File: src/rtl/bbr_pkg.sv
`timescale 1ns / 1ps
`default_nettype none

package bbr_pkg;

   localparam int CSR_INDEX_W = 2;
   localparam int CSR_DATA_W  = 11;

   localparam logic [CSR_INDEX_W-1:0] REG_IMAGE_WIDTH  = 2'd0;
   localparam logic [CSR_INDEX_W-1:0] REG_IMAGE_HEIGHT = 2'd1;

   localparam logic CMD_PIXEL = 1'b0;
   localparam logic CMD_FLUSH = 1'b1;

   localparam int RECIP_W     = 17;
   localparam int RECIP_SHIFT = 16;
   localparam int SUM_W       = 12;

   typedef logic [23:0] pixel_type;
   typedef pixel_type [2:0] column_type;
   typedef logic [8:0][7:0] tap_type;

   typedef struct packed {
      logic       sum_en;
      logic       mul_en;
      logic [8:0] mask;
      logic [3:0] count;
   } lane_ctrl_type;

   // 2^16 / count, rounded up; exact for every sum a 3x3 window can reach
   function automatic logic [RECIP_W-1:0] recip(input logic [3:0] count);
      logic [RECIP_W-1:0] r;
      case (count)
         4'd1:    r = 17'd65536;
         4'd2:    r = 17'd32768;
         4'd3:    r = 17'd21846;
         4'd4:    r = 17'd16384;
         4'd6:    r = 17'd10923;
         4'd9:    r = 17'd7282;
         default: r = '0;
      endcase
      return r;
   endfunction

endpackage

`default_nettype wire

File: src/rtl/bbr_mean_lane.sv
`timescale 1ns / 1ps
`default_nettype none

module bbr_mean_lane (
   input  wire logic                   clock,
   input  wire bbr_pkg::lane_ctrl_type ctrl,
   input  wire bbr_pkg::tap_type       taps,
   output logic [7:0]                  mean
);

   logic [bbr_pkg::SUM_W-1:0] sum_ff, sum_in;
   logic [7:0] mean_ff;
   logic [bbr_pkg::SUM_W+bbr_pkg::RECIP_W-1:0] product;

   always_comb begin
      sum_in = '0;
      for (int i = 0; i < 9; i++) begin
         sum_in = sum_in + (ctrl.mask[i] ? bbr_pkg::SUM_W'(taps[i]) : '0);
      end
   end

   assign product = (bbr_pkg::SUM_W+bbr_pkg::RECIP_W)'(sum_ff) *
                    (bbr_pkg::SUM_W+bbr_pkg::RECIP_W)'(bbr_pkg::recip(ctrl.count));

   always_ff @(posedge clock) begin
      if (ctrl.sum_en) begin
         sum_ff <= sum_in;
      end
      if (ctrl.mul_en) begin
         mean_ff <= product[bbr_pkg::RECIP_SHIFT +: 8];
      end
   end

   assign mean = mean_ff;

endmodule

`default_nettype wire

File: config.mk
export PLATFORM = sky130hd
export DESIGN_NAME = bbr_mean_lane
export DESIGN_NICKNAME = d
export VERILOG_FILES = /design/src/rtl/bbr_pkg.sv /design/src/rtl/bbr_mean_lane.sv
export SDC_FILE = /design/constraint.sdc
export NUM_CORES = 1
export LEC_CHECK = 0
export ABC_AREA = 1
export CAP_MARGIN = 20
export CORE_ASPECT_RATIO = 1.75
export CORE_MARGIN = 2
export CORE_UTILIZATION = 55
export CTS_CLUSTER_DIAMETER = 40
export DETAILED_ROUTE_END_ITERATION = 16
export DONT_BUFFER_PORTS = 1
export GPL_ROUTABILITY_DRIVEN = 1
export GPL_TIMING_DRIVEN = 0
export PLACE_DENSITY = 0.7
export SLEW_MARGIN = 40
export SYNTH_ARGS = -nofsm -noshare
export SYNTH_HDL_FRONTEND = slang
export SYNTH_SLANG_ARGS = --single-unit
File: constraint.sdc
create_clock -name clock -period 6.9 [get_ports clock]
set_clock_uncertainty 0.2 [all_clocks]
set_input_delay 0.345 -clock clock [delete_from_list [all_inputs] [get_ports clock]]
set_output_delay 0.345 -clock clock [all_outputs]
set_load 0.005 [all_outputs]
# Word-level counts from Yosys, hierarchy flattened
# Cells that the tools add are included.
# totals
elab_cells	27
regBits	20
inputBits	88
out_inout_bits	8
# classes
n_addsub	8
multipliers	1
n_eq_ne	6
mux	10
# ops
cell	count
17-bit one-hot mux with 6 select lines	1
8-bit two-way mux	9
12-bit by 8-bit adder with 12-bit output	4
12-bit by 17-bit multiplier with 24-bit output	1
11-bit by 8-bit adder with 12-bit output	1
10-bit by 8-bit adder with 11-bit output	1
9-bit by 8-bit adder with 10-bit output	1
8-bit by 8-bit adder with 9-bit output	1
4-bit by 2-bit equality test with 1-bit output, second input constant	2
4-bit by 3-bit equality test with 1-bit output, second input constant	2
4-bit by 1-bit equality test with 1-bit output, second input constant	1
4-bit equality test, second input constant	1

# Depth between registers and ports, before layout
# Gate-level depths: netlist (run 1).
# depth
depth_word	9
depth_mapped	31

# Least setup slack after synthesis (run 1)
# Ideal clock, no wire load.
# synth_path
path_kind	input to register
startpoint	in ctrl[3] (netlist name)
endpoint	reg mean_ff[6], in the netlist mean[6], data pin
setup_slack_ps	1449
path_stages	26
required_time_ps	6443
setup_ps	257
arrival_ps	4995
cell_sequence	nor2_2 -> nand2_2 -> buf_2 -> nand2_1 -> inv_1 -> buf_2 -> nor2_1 -> fa_1 -> fa_1 -> inv_1 -> fa_1 -> inv_1 -> fa_1 -> inv_1 -> fa_1 -> inv_1 -> ha_1 -> nand2_1 -> nor3_1 -> nand2_1 -> nor3_1 -> inv_1 -> nor2_1 -> nor2_1 -> o211ai_1 -> nand2_1
# synth_via
elab_chain_cells	3
word_cells_on_any_way	8
# synth_lines
element	line	rtl
start: declaration	bbr_mean_lane.sv:6	input wire bbr_pkg::lane_ctrl_type ctrl,
4-bit equality test, or another cell as far along	bbr_pkg.sv:33	case (count)
17-bit one-hot mux with 6 select lines *	bbr_pkg.sv:33	
12-bit by 17-bit multiplier with 24-bit output *	bbr_mean_lane.sv:22	assign product = (bbr_pkg::SUM_W+bbr_pkg::RECIP_W)'(sum_ff) *
via product (one bit)	bbr_mean_lane.sv:13	logic [bbr_pkg::SUM_W+bbr_pkg::RECIP_W-1:0] product;
end signal: assignment	bbr_mean_lane.sv:30	mean_ff <= product[bbr_pkg::RECIP_SHIFT +: 8];
end: declaration	bbr_mean_lane.sv:12	logic [7:0] mean_ff;
# The timed path passes the listed nets; every way through them passes the cells marked *.
# A chain may end at the register's enable or synchronous reset.

# Final worst setup path (run 1)
# layout_path
startpoint	in ctrl[1] (netlist name)
endpoint	reg mean_ff[7], in the netlist mean[7], data pin
# Same word-level chain as after synthesis.

==> results of run 1 <==
-- flip-flops by register name (all words and copies together) (netlist names) --
| signal | flops |
|---|---|
| mean | 8 |
| sum_ff | 12 |
-- worst max-delay path, delay by kind of cell --
family	cells	cell delay (ns)
buf+inv	6	0.61
fa+ha+maj	6	2.97
simple gates	9	1.82
-- per-layer routing --
| layer | wire [um] | track usage, % |
|---|---|---|
| met1 | 5830 | 25.8 |
| met2 | 11300 | 54.7 |
| met3 | 591 | 1.35 |
| met5 | 0 | 0 |
| met4 | 1110 | 14.4 |
-- metrics by stage --
step	utilization, %	cell area (um^2)	instances
2_1_floorplan	-	7750	935
3_3_place_gp	57.6	7970	1112
3_5_place_dp	57.6	7970	1112
4_1_cts	58.5	8090	1118
5_1_grt	58.5	8090	1118
6_report	58.5	8090	1118
-- cell usage in the layout (no fill, tap or decap), types with 2 or more instances in the layout --
| cell | netlist | final |
|---|---|---|
| nor2_2 | 2 | 2 |
| inv_2 | 2 | 2 |
| nor4_1 | 2 | 2 |
| clkbuf_16 | 0 | 3 |
| dlygate4sd3_1 | 0 | 2 |
| nand4_1 | 2 | 2 |
| nor3_1 | 6 | 6 |
| fa_1 | 179 | 179 |
| clkbuf_1 | 11 | 11 |
| buf_2 | 2 | 2 |
| nand3_2 | 2 | 2 |
| nor2_1 | 72 | 72 |
| o21bai_1 | 2 | 2 |
| nor2_4 | 4 | 4 |
| a31oi_1 | 4 | 4 |
| o21ai_0 | 13 | 13 |
| nand3_1 | 12 | 12 |
| a21oi_1 | 23 | 23 |
| xnor2_1 | 6 | 6 |
| o211ai_1 | 3 | 3 |
| nand2_1 | 163 | 163 |
| ha_1 | 56 | 56 |
| nand2_2 | 12 | 12 |
| a21o_1 | 3 | 3 |
| inv_1 | 319 | 319 |
| edfxtp_1 | 20 | 20 |
| xor2_1 | 10 | 10 |
-- cell families (layout without fill, tap and decap cells) --
logic type               after synthesis  in the layout  synth area share [%]
AND/OR/NAND/NOR                      279            279                  15.2
flip-flops                            20             20                  7.75
XOR/XNOR                              16             16                  1.81
AO/OA/AOI/OAI                         51             51                  3.75
buffers and inverters                334            340                  16.2
adder cells (fa/ha/maj)              235            235                  55.3
-- layout make-up --
type                    count  area, um^2  area share (%)
clock buffers               3        75.1           0.928
multi-input cells         581        5890            72.8
repair buffers              2        20.0           0.247
plain buffers              13        51.3           0.634
well taps                 177         221            2.74
inverters                 321        1200            14.9
clock inverters             1        30.0           0.371
flip-flops and latches     20         601            7.42
-- path summary, 6_finish.rpt --
check | endpoint | slack, ns | depth (start not counted)
worst min register to register | mean[5] | 0.85 | 5
worst max-delay path | mean[7] | 0.99 | 21
worst max register to register | mean[7] | 1.19 | 18
worst min-delay path | sum_ff[0] | 0.50 | 5
-- power by group through the flow --
stage / combinational, uW / sequential (uW) / clock, uW
3_3_place_gp: 1550 / 300 / 0
2_1_floorplan: 1140 / 279 / 0
6_report: 1580 / 300 / 165
5_1_grt: 1790 / 306 / 168
3_5_place_dp: 1570 / 301 / 0
4_1_cts: 1590 / 299 / 166
==> flow_summary_export.csv, run 1 <==
group,metric,value,unit
run_status,outcome,"finished, final reports clean",
worst_setup_path,required,6.72,ns
worst_setup_path,cp_max_fo,10,
place,post-dp-hpwl,17600,um
cts,postCtsHoldBufs,2,
synthesis,synth_area,7750,um^2
synthesis,seq_area_frac_synth,7.75,%
drt,via_per_inst,5.14,
place,place_congestion,0.965,
floorplan,core_region_area,13800,um^2
drt,drc_errors,0,
synthesis,yosys-top-cells-count,"319 x inv_1, 179 x fa_1, 163 x nand2_1",
worst_setup_path,worstSetupStartpoint,"ctrl[1]",
timing,final_hold_viol_count,0,
drt,routed_wl,18900,um
synthesis,async_flop_share,0,%
cts,clk_latency,0.27,ns
grt,grt_pass1_wl,30300,um
power,power_frac_clock,8.1,%
grt,grt_max_degree,13,
worst_setup_path,critical_path.startpoint_type,"primary input",
synthesis,synth-edff-count,20,
synthesis,synth_area_leaders,"fa_1 46%, inv_1 15%, ha_1 9.0%",
power,p_seq_share,14.7,%
final_layout,num-fill-cells,1361,
floorplan,die_x,93.7,um
synthesis,yosys.area.top_type,"fa_1",
worst_setup_path,slowest_delay,0.58,ns
synthesis,yosysTopAreaCellShare,46.3,%
timing,fmax,169,MHz
timing,rsz0062_at_grt,"no",
cts,cts_tree,"done",
power,p_sw,1090,uW
power,cellPowerDensity,252,nW/um^2
drt,wl_per_cell,16.9,um
drt,drtAntennaViolNets,0,
timing,setup_violations,0,
cts,htree_levels,1,
synthesis,synth_nets,1258,
final_layout,area_growth_syn_to_layout,4.47,%
cts,clk_pin_slew,0.06,ns
synthesis,synth_seq_cells,20,
synthesis,ys_warn_count,0,
cts,clockBufferDepth,2,
drt,dr.first_iter.drc_count,288,
floorplan,die_height,161,um
power,p_comb_share,77.2,%
worst_setup_path,reg2reg_from,"sum_ff[6]",
power,power,2040,uW
timing,setup_tns,0,ns
synthesis,netlist_instances,935,
worst_setup_path,crit_slowest_cell,"fa_1",
floorplan,dieArea,15100,um^2
worst_setup_path,worstPathCellList,"inv_1 > nor2_4 > nand2_2 > clkbuf_1 > nor2_1 > fa_1 > fa_1 > inv_1 > fa_1 > inv_1 > fa_1 > inv_1 > fa_1 > inv_1 > ha_1 > nand2_1 > nor3_1 > nor3b_1 > nand3_1 > nand3_1 > nand2_1",
final_layout,diodes,0,
synthesis,yosysMostFrequentCell,"inv_1",
floorplan,fp-row-count,57,
cts,post_cts_resize_count,0,
drt,firstDrtPassIters,5,
cts,cts_buffers,3,
timing,setup_slack,0.994,ns
place,post-place-ws,0.763,ns
place,io_buffer_count,0,
timing,relSlewSlack,58.3,%
timing,post-route-min-period,5.91,ns
cts,post_cts_buffers,0,
cts,cts.sinks,20,
final_layout,final_net_count,1265,
synthesis,ys.flop_type,"edfxtp_1",
cts,clockRootBuffer,"clkbuf_16",
drt,num_vias,5745,
timing,worst_pin_slew,0.623,ns
power,switching_share,53.3,%
min_path,hold_class,"in2reg",
min_path,min_from,"taps[24]",
synthesis,avgSynthCellArea,8.28,um^2
power,leakagePower,0.00465,uW
grt,grt_pass1_vias,6370,
power,ir_drop,172,uV
floorplan,floorplan.initialDensity,56.0,%
timing,final-max-slew-violation-count,0,
worst_setup_path,cp.arrival,5.73,ns
synthesis,ys_types,30,
job,maxCapViolCount,0,
grt,grt-ovfl-total,0,
grt,gr-usage-all-layers,27.0,%
timing,period_share,85.6,%
final_layout,drive_gt1_share,3.08,%
power,p_int,952,uW
floorplan,io-pin-count,96,
timing,holdWs,0.504,ns
grt,antenna_found_initial,0,
worst_setup_path,crit_path_end_kind,"flip-flop",
worst_setup_path,critPathKind,"in2reg",
No activity file was read; power rests on OpenSTA's default activity.
==> run 2, diff against run 1 <==
--- a/config.mk
+++ b/config.mk
@@ -9,13 +9,12 @@
 export CAP_MARGIN = 20
 export CORE_ASPECT_RATIO = 1.75
 export CORE_MARGIN = 2
-export CORE_UTILIZATION = 55
+export CORE_UTILIZATION = 48
 export CTS_CLUSTER_DIAMETER = 40
 export DETAILED_ROUTE_END_ITERATION = 16
 export DONT_BUFFER_PORTS = 1
 export GPL_ROUTABILITY_DRIVEN = 1
 export GPL_TIMING_DRIVEN = 0
-export PLACE_DENSITY = 0.7
 export SLEW_MARGIN = 40
 export SYNTH_ARGS = -nofsm -noshare
 export SYNTH_HDL_FRONTEND = slang
==> run 2 against run 1 <==
Effect of this change: utilization is 7.4 points lower; cell area is 0.19% higher; register-to-register slack hardly changed; highest routed layer unchanged.
==> flow_summary_export.csv, run 2 (synthesized netlist as in run 1, its figures left out) <==
group,metric,value,unit
place,placed_cell_area,7980,um^2
final_layout,final_area,8110,um^2
final_layout,diodes,0,
drt,firstDrtPassIters,5,
timing,setup_violations,0,
cts,cts_tree,"done",
drt,dr_wl_met3,602,um
timing,fmax,170,MHz
final_layout,final_net_count,1265,
timing,post-route-min-period,5.89,ns
place,place_congestion,0.966,
cts,clockBufferDepth,2,
place,io_buffer_count,0,
drt,routed_wl,19500,um
power,ir_drop,150,uV
timing,period_share,85.3,%
worst_setup_path,crit_slowest_cell,"fa_1",
grt,grt_pass1_wl,30800,um
floorplan,fp-row-count,61,
timing,final-max-slew-violation-count,0,
worst_setup_path,critical_path.startpoint_type,"primary input",
timing,rsz0062_at_grt,"no",
final_layout,drive_gt1_share,3.08,%
floorplan,die_x,100,um
place,post-dp-hpwl,18200,um
grt,antenna_found_initial,0,
final_layout,largest_register_ffs,12,
timing,relSlewSlack,56.7,%
drt,dr.first_iter.drc_count,226,
worst_setup_path,critPathKind,"in2reg",
final_layout,top_register,"sum_ff",
grt,grt-ovfl-total,0,
grt,grt_pass1_vias,6147,
worst_setup_path,slowest_delay,0.53,ns
grt,grt_max_degree,13,
drt,num_vias,5686,
grt,gr-usage-all-layers,24.3,%
floorplan,die_height,172,um
cts,cts.sinks,20,
drt,drtAntennaViolNets,0,
floorplan,io-pin-count,96,
drt,m1WireLength,6060,um
min_path,hold_class,"in2reg",
timing,final_hold_viol_count,0,
cts,cts_buffers,3,
cts,postCtsHoldBufs,2,
power,cellPowerDensity,250,nW/um^2
drt,met2WireLength,11600,um
final_layout,area_growth_syn_to_layout,4.67,%
cts,post_cts_resize_count,0,
worst_setup_path,cp.arrival,5.70,ns
drt,drc_errors,0,
cts,clk_latency,0.27,ns
worst_setup_path,cp_max_fo,10,
timing,worst_pin_slew,0.647,ns
final_layout,final_common_cell,"inv_1",
worst_setup_path,crit_path_end_kind,"flip-flop",
final_layout,mostFrequentLayoutCells,"319 x inv_1, 179 x fa_1, 163 x nand2_1, 72 x nor2_1, 56 x ha_1",
floorplan,core_region_area,15900,um^2
run_status,outcome,"finished, final reports clean",
worst_setup_path,required,6.71,ns
final_layout,num-fill-cells,1555,
power,leakagePower,0.00465,uW
timing,setup_tns,0,ns
drt,wl_per_cell,17.2,um
job,maxCapViolCount,0,
floorplan,dieArea,17200,um^2
drt,route.top_layer_used,"met4",
cts,clk_pin_slew,0.06,ns
floorplan,floorplan.initialDensity,48.8,%
cts,htree_levels,1,
drt,via_per_inst,5.03,
timing,holdWs,0.487,ns
cts,clockRootBuffer,"clkbuf_16",
cts,post_cts_buffers,0,
run 2: cell type report:
cell class / instances / area (um^2) / area share (%)
multi-input cells: 581 / 5890 / 72.6
inverters: 321 / 1200 / 14.9
flip-flops and latches: 20 / 601 / 7.41
well taps: 189 / 236 / 2.92
clock buffers: 3 / 75.1 / 0.926
plain buffers: 13 / 51.3 / 0.633
clock inverters: 1 / 30.0 / 0.370
repair buffers: 2 / 20.0 / 0.247
run 2: final timing paths:
check,startpoint,endpoint,slack (ns),depth (start not counted)
setup reg to reg,sum_ff[6],mean[7],1.20,18
setup / recovery,ctrl[3],mean[7],1.01,25
hold reg to reg,sum_ff[0],mean[5],0.89,5
hold / removal,taps[24],sum_ff[0],0.49,5
run 2: critical path, delay by kind of cell:
family	cells	cell delay, ns
AO/OA/AOI/OAI	5	0.85
AND/OR/NAND/NOR	7	0.93
adder cells (fa/ha/maj)	6	2.71
buffers and inverters	7	0.85
run 2: layer usage:
layer	GRT usage [%]	up-vias
li1	-	2661
met5	0	-
met1	22.9	2782
met4	14.2	0
met3	1.62	53
met2	49.7	190
run 2: power by group:
group	internal (uW)	switching, uW	total [uW]
clock network	115	50.8	166
logic	588	971	1560
registers	248	57.6	305
run 2: through the flow:
step | total power [uW] | std cells | worst slack, ns | util [%]
after detailed placement | 1880 | 1124 | 0.806 | 50.3
final | 2030 | 1130 | 1.01 | 51.1
after floorplan | 1420 | 935 | 1.45 | -
after global routing | 2290 | 1130 | 0.660 | 51.1
after global placement | 1870 | 1124 | 0.782 | 50.3
after CTS | 2070 | 1130 | 1.05 | 51.1
==> run 3, diff against run 2 <==
--- a/config.mk
+++ b/config.mk
@@ -5,7 +5,6 @@
 export SDC_FILE = /design/constraint.sdc
 export NUM_CORES = 1
 export LEC_CHECK = 0
-export ABC_AREA = 1
 export CAP_MARGIN = 20
 export CORE_ASPECT_RATIO = 1.75
 export CORE_MARGIN = 2
==> constraint.sdc (replaced) <==
create_clock -name clock -period 7 [get_ports clock]
set_clock_uncertainty 0.2 [all_clocks]
set_input_delay 0.35 -clock clock [delete_from_list [all_inputs] [get_ports clock]]
set_output_delay 0.35 -clock clock [all_outputs]
set_load 0.005 [all_outputs]
==> run 3 against run 2 <==
Effect of this change: cell count down 17%; highest routed layer unchanged; utilization is 0.30 points higher; critical endpoint is now mean[6]; count of clock-buffer cells in the layout did not move; synthesized area is 5.6% lower; via count decreased by 17%; synthesized cell count shrank 20%; cell area down 5.5%; die area shrank 5.4%; first-iteration DRC count decreased by 47%.
==> flow_summary_export.csv, run 3 <==
group,metric,value,unit
worst_setup_path,rr_endpoint,"mean[6]",
synthesis,ys.flop_type,"edfxtp_1",
final_layout,multi_input_area,5820,um^2
timing,rsz0062_at_grt,"no",
synthesis,synth_seq_cells,20,
cts,clockRootBuffer,"clkbuf_16",
synthesis,ys_warn_count,0,
timing,post-route-min-period,6.36,ns
grt,grt_pass1_wl,28000,um
final_layout,area_growth_syn_to_layout,4.72,%
synthesis,synth_area,7310,um^2
timing,setup_violations,0,
floorplan,io-pin-count,96,
synthesis,netlist_instances,752,
run_status,outcome,"finished, final reports clean",
power,cellPowerDensity,226,nW/um^2
floorplan,fp-row-count,59,
final_layout,fin_util,51.4,%
drt,dr.first_iter.drc_count,120,
worst_setup_path,worstPathCellList,"buf_6 > xnor2_1 > nor3b_1 > clkbuf_1 > nand2_1 > inv_1 > fa_1 > inv_1 > fa_1 > inv_1 > fa_1 > fa_1 > inv_1 > fa_1 > inv_1 > ha_1 > a211oi_1 > o21bai_1 > a21o_1 > a221oi_4 > a21oi_2 > a211oi_2 > nor3_1",
timing,period_share,90.9,%
worst_setup_path,critical_path.startpoint_type,"primary input",
synthesis,async_flop_share,0,%
timing,worst_pin_slew,0.645,ns
floorplan,die_x,97.3,um
synthesis,synth_area_leaders,"fa_1 49%, inv_1 12%, ha_1 9.6%",
final_layout,num-fill-cells,1417,
drt,firstDrtPassIters,4,
worst_setup_path,cp_max_fo,10,
cts,cts.sinks,20,
final_layout,largest_register_ffs,12,
cts,cts_buffers,3,
power,ir_drop,157,uV
floorplan,die_height,167,um
final_layout,drive_gt1_share,2.90,%
drt,num_vias,4714,
floorplan,floorplan.initialDensity,49.1,%
timing,relSlewSlack,56.8,%
floorplan,core_region_area,14900,um^2
place,io_buffer_count,0,
min_path,hold-path-endpoint,"sum_ff[0]",
worst_setup_path,slowest_delay,0.49,ns
place,place_congestion,0.951,
drt,via_per_inst,5.01,
timing,fmax,157,MHz
grt,grt_pass1_vias,5713,
synthesis,synth-edff-count,20,
synthesis,yosysMostFrequentCell,"inv_1",
synthesis,avgSynthCellArea,9.73,um^2
worst_setup_path,reg2reg_from,"sum_ff[6]",
final_layout,top_register,"sum_ff",
drt,wl_per_cell,17.7,um
synthesis,yosysTopAreaCellShare,49.0,%
power,power,1730,uW
worst_setup_path,required,6.80,ns
final_layout,final_common_cell,"inv_1",
grt,antenna_found_initial,0,
place,post-dp-hpwl,15900,um
cts,post_cts_buffers,0,
synthesis,yosys-top-cells-count,"236 x inv_1, 179 x fa_1, 85 x nand2_1",
cts,clockBufferDepth,2,
min_path,min_from,"ctrl[7]",
worst_setup_path,crit_slowest_cell,"a221oi_4",
floorplan,dieArea,16300,um^2
drt,drtAntennaViolNets,0,
synthesis,seq_area_frac_synth,8.21,%
final_layout,seqCellArea,601,um^2
drt,drc_errors,0,
cts,clk_latency,0.26,ns
power,leakagePower,0.00408,uW
drt,routed_wl,16600,um
min_path,hold_class,"in2reg",
worst_setup_path,rr_worst_depth,19,
worst_setup_path,cp.arrival,6.17,ns
final_layout,final_net_count,1082,
grt,grt_max_degree,13,
job,maxCapViolCount,0,
grt,gr-usage-all-layers,22.4,%
timing,final-max-slew-violation-count,0,
worst_setup_path,r2r_setup_slack,1.23,ns
cts,htree_levels,1,
synthesis,ys_types,37,
timing,final_hold_viol_count,0,
synthesis,yosys.area.top_type,"fa_1",
cts,clk_pin_slew,0.05,ns
grt,grt-ovfl-total,0,
cts,cts_tree,"done",
timing,setup_tns,0,ns
worst_setup_path,crit_path_end_kind,"flip-flop",
final_layout,diodes,0,
min_path,hold_depth,4,
worst_setup_path,critPathKind,"in2reg",
synthesis,synth_nets,1075,
final_layout,mostFrequentLayoutCells,"236 x inv_1, 179 x fa_1, 85 x nand2_1, 60 x and2_1, 56 x ha_1",
run 3: cell families after synthesis:
kind of cell,after synthesis,share of synthesized area [%]
adders and majority gates,235,58.6
xor gates and xnor gates,24,2.98
buffers and inverters,241,12.5
DFF,20,8.21
and+or+nand+nor,189,13.5
AOI/OAI and AO/OA,43,4.24
run 3: layout make-up:
cell class | instances | share of cell area [%]
inverter | 236 | 11.6
multi-input combinational | 491 | 76.0
sequential | 20 | 7.84
timing repair buffer | 2 | 0.261
clock buffer | 3 | 0.980
tap | 183 | 2.99
clock inverter | 1 | 0.0490
buffer | 5 | 0.343
run 3: through the flow:
stage / hold WS [ns] / instance area, um^2 / worst slack (ns) / cells
5_1_grt: 0.578 / 7660 / 0.287 / 941
3_5_place_dp: 0.263 / 7560 / 0.349 / 935
3_3_place_gp: 0.263 / 7540 / 0.435 / 935
2_1_floorplan: 0.262 / 7310 / 1.07 / 752
6_report: 0.533 / 7660 / 0.639 / 941
4_1_cts: 0.540 / 7660 / 0.616 / 941
run 3: worst max path at each step:
stage	cells past startpoint	slack, ns	endpoint	start
2_1_floorplan	22	1.07	mean[6]	ctrl[3]
3_3_place_gp	22	0.43	mean[6]	ctrl[3]
3_5_place_dp	22	0.35	mean[6]	ctrl[3]
4_1_cts	22	0.62	mean[6]	ctrl[3]
5_1_grt	23	0.29	mean[6]	ctrl[3]
6_report	23	0.64	mean[6]	ctrl[3]
run 3: what timing repair did:
| item | 4_1_cts | 5_1_grt |
|---|---|---|
| resized for setup | 0 | 0 |
| hold buffers | 2 | 0 |
| endpoints found under the hold margin | 20 | 0 |
run 3: where the power goes:
group / internal (uW) / switching, uW / total, uW
combinational: 568 / 719 / 1290
sequential: 246 / 80.7 / 326
clock: 76.2 / 42.2 / 118
total: 890 / 841 / 1730
run 3: worst max-delay path, delay by kind of cell:
| family | cells | cell delay, ns |
|---|---|---|
| compound gates | 6 | 1.42 |
| xor+xnor | 1 | 0.11 |
| fa+ha+maj | 6 | 2.58 |
| buf+inv | 7 | 1.05 |
| simple gates | 3 | 0.65 |
run 3: layer usage:
layer / vias to the layer above / part of all wire, % / GRT usage, %
li1: 2185 / - / -
met1: 2342 / 30 / 20.2
met2: 142 / 59 / 46.4
met3: 45 / 2.4 / 0.710
met4: 0 / 8.1 / 14.5
met5: - / 0 / 0
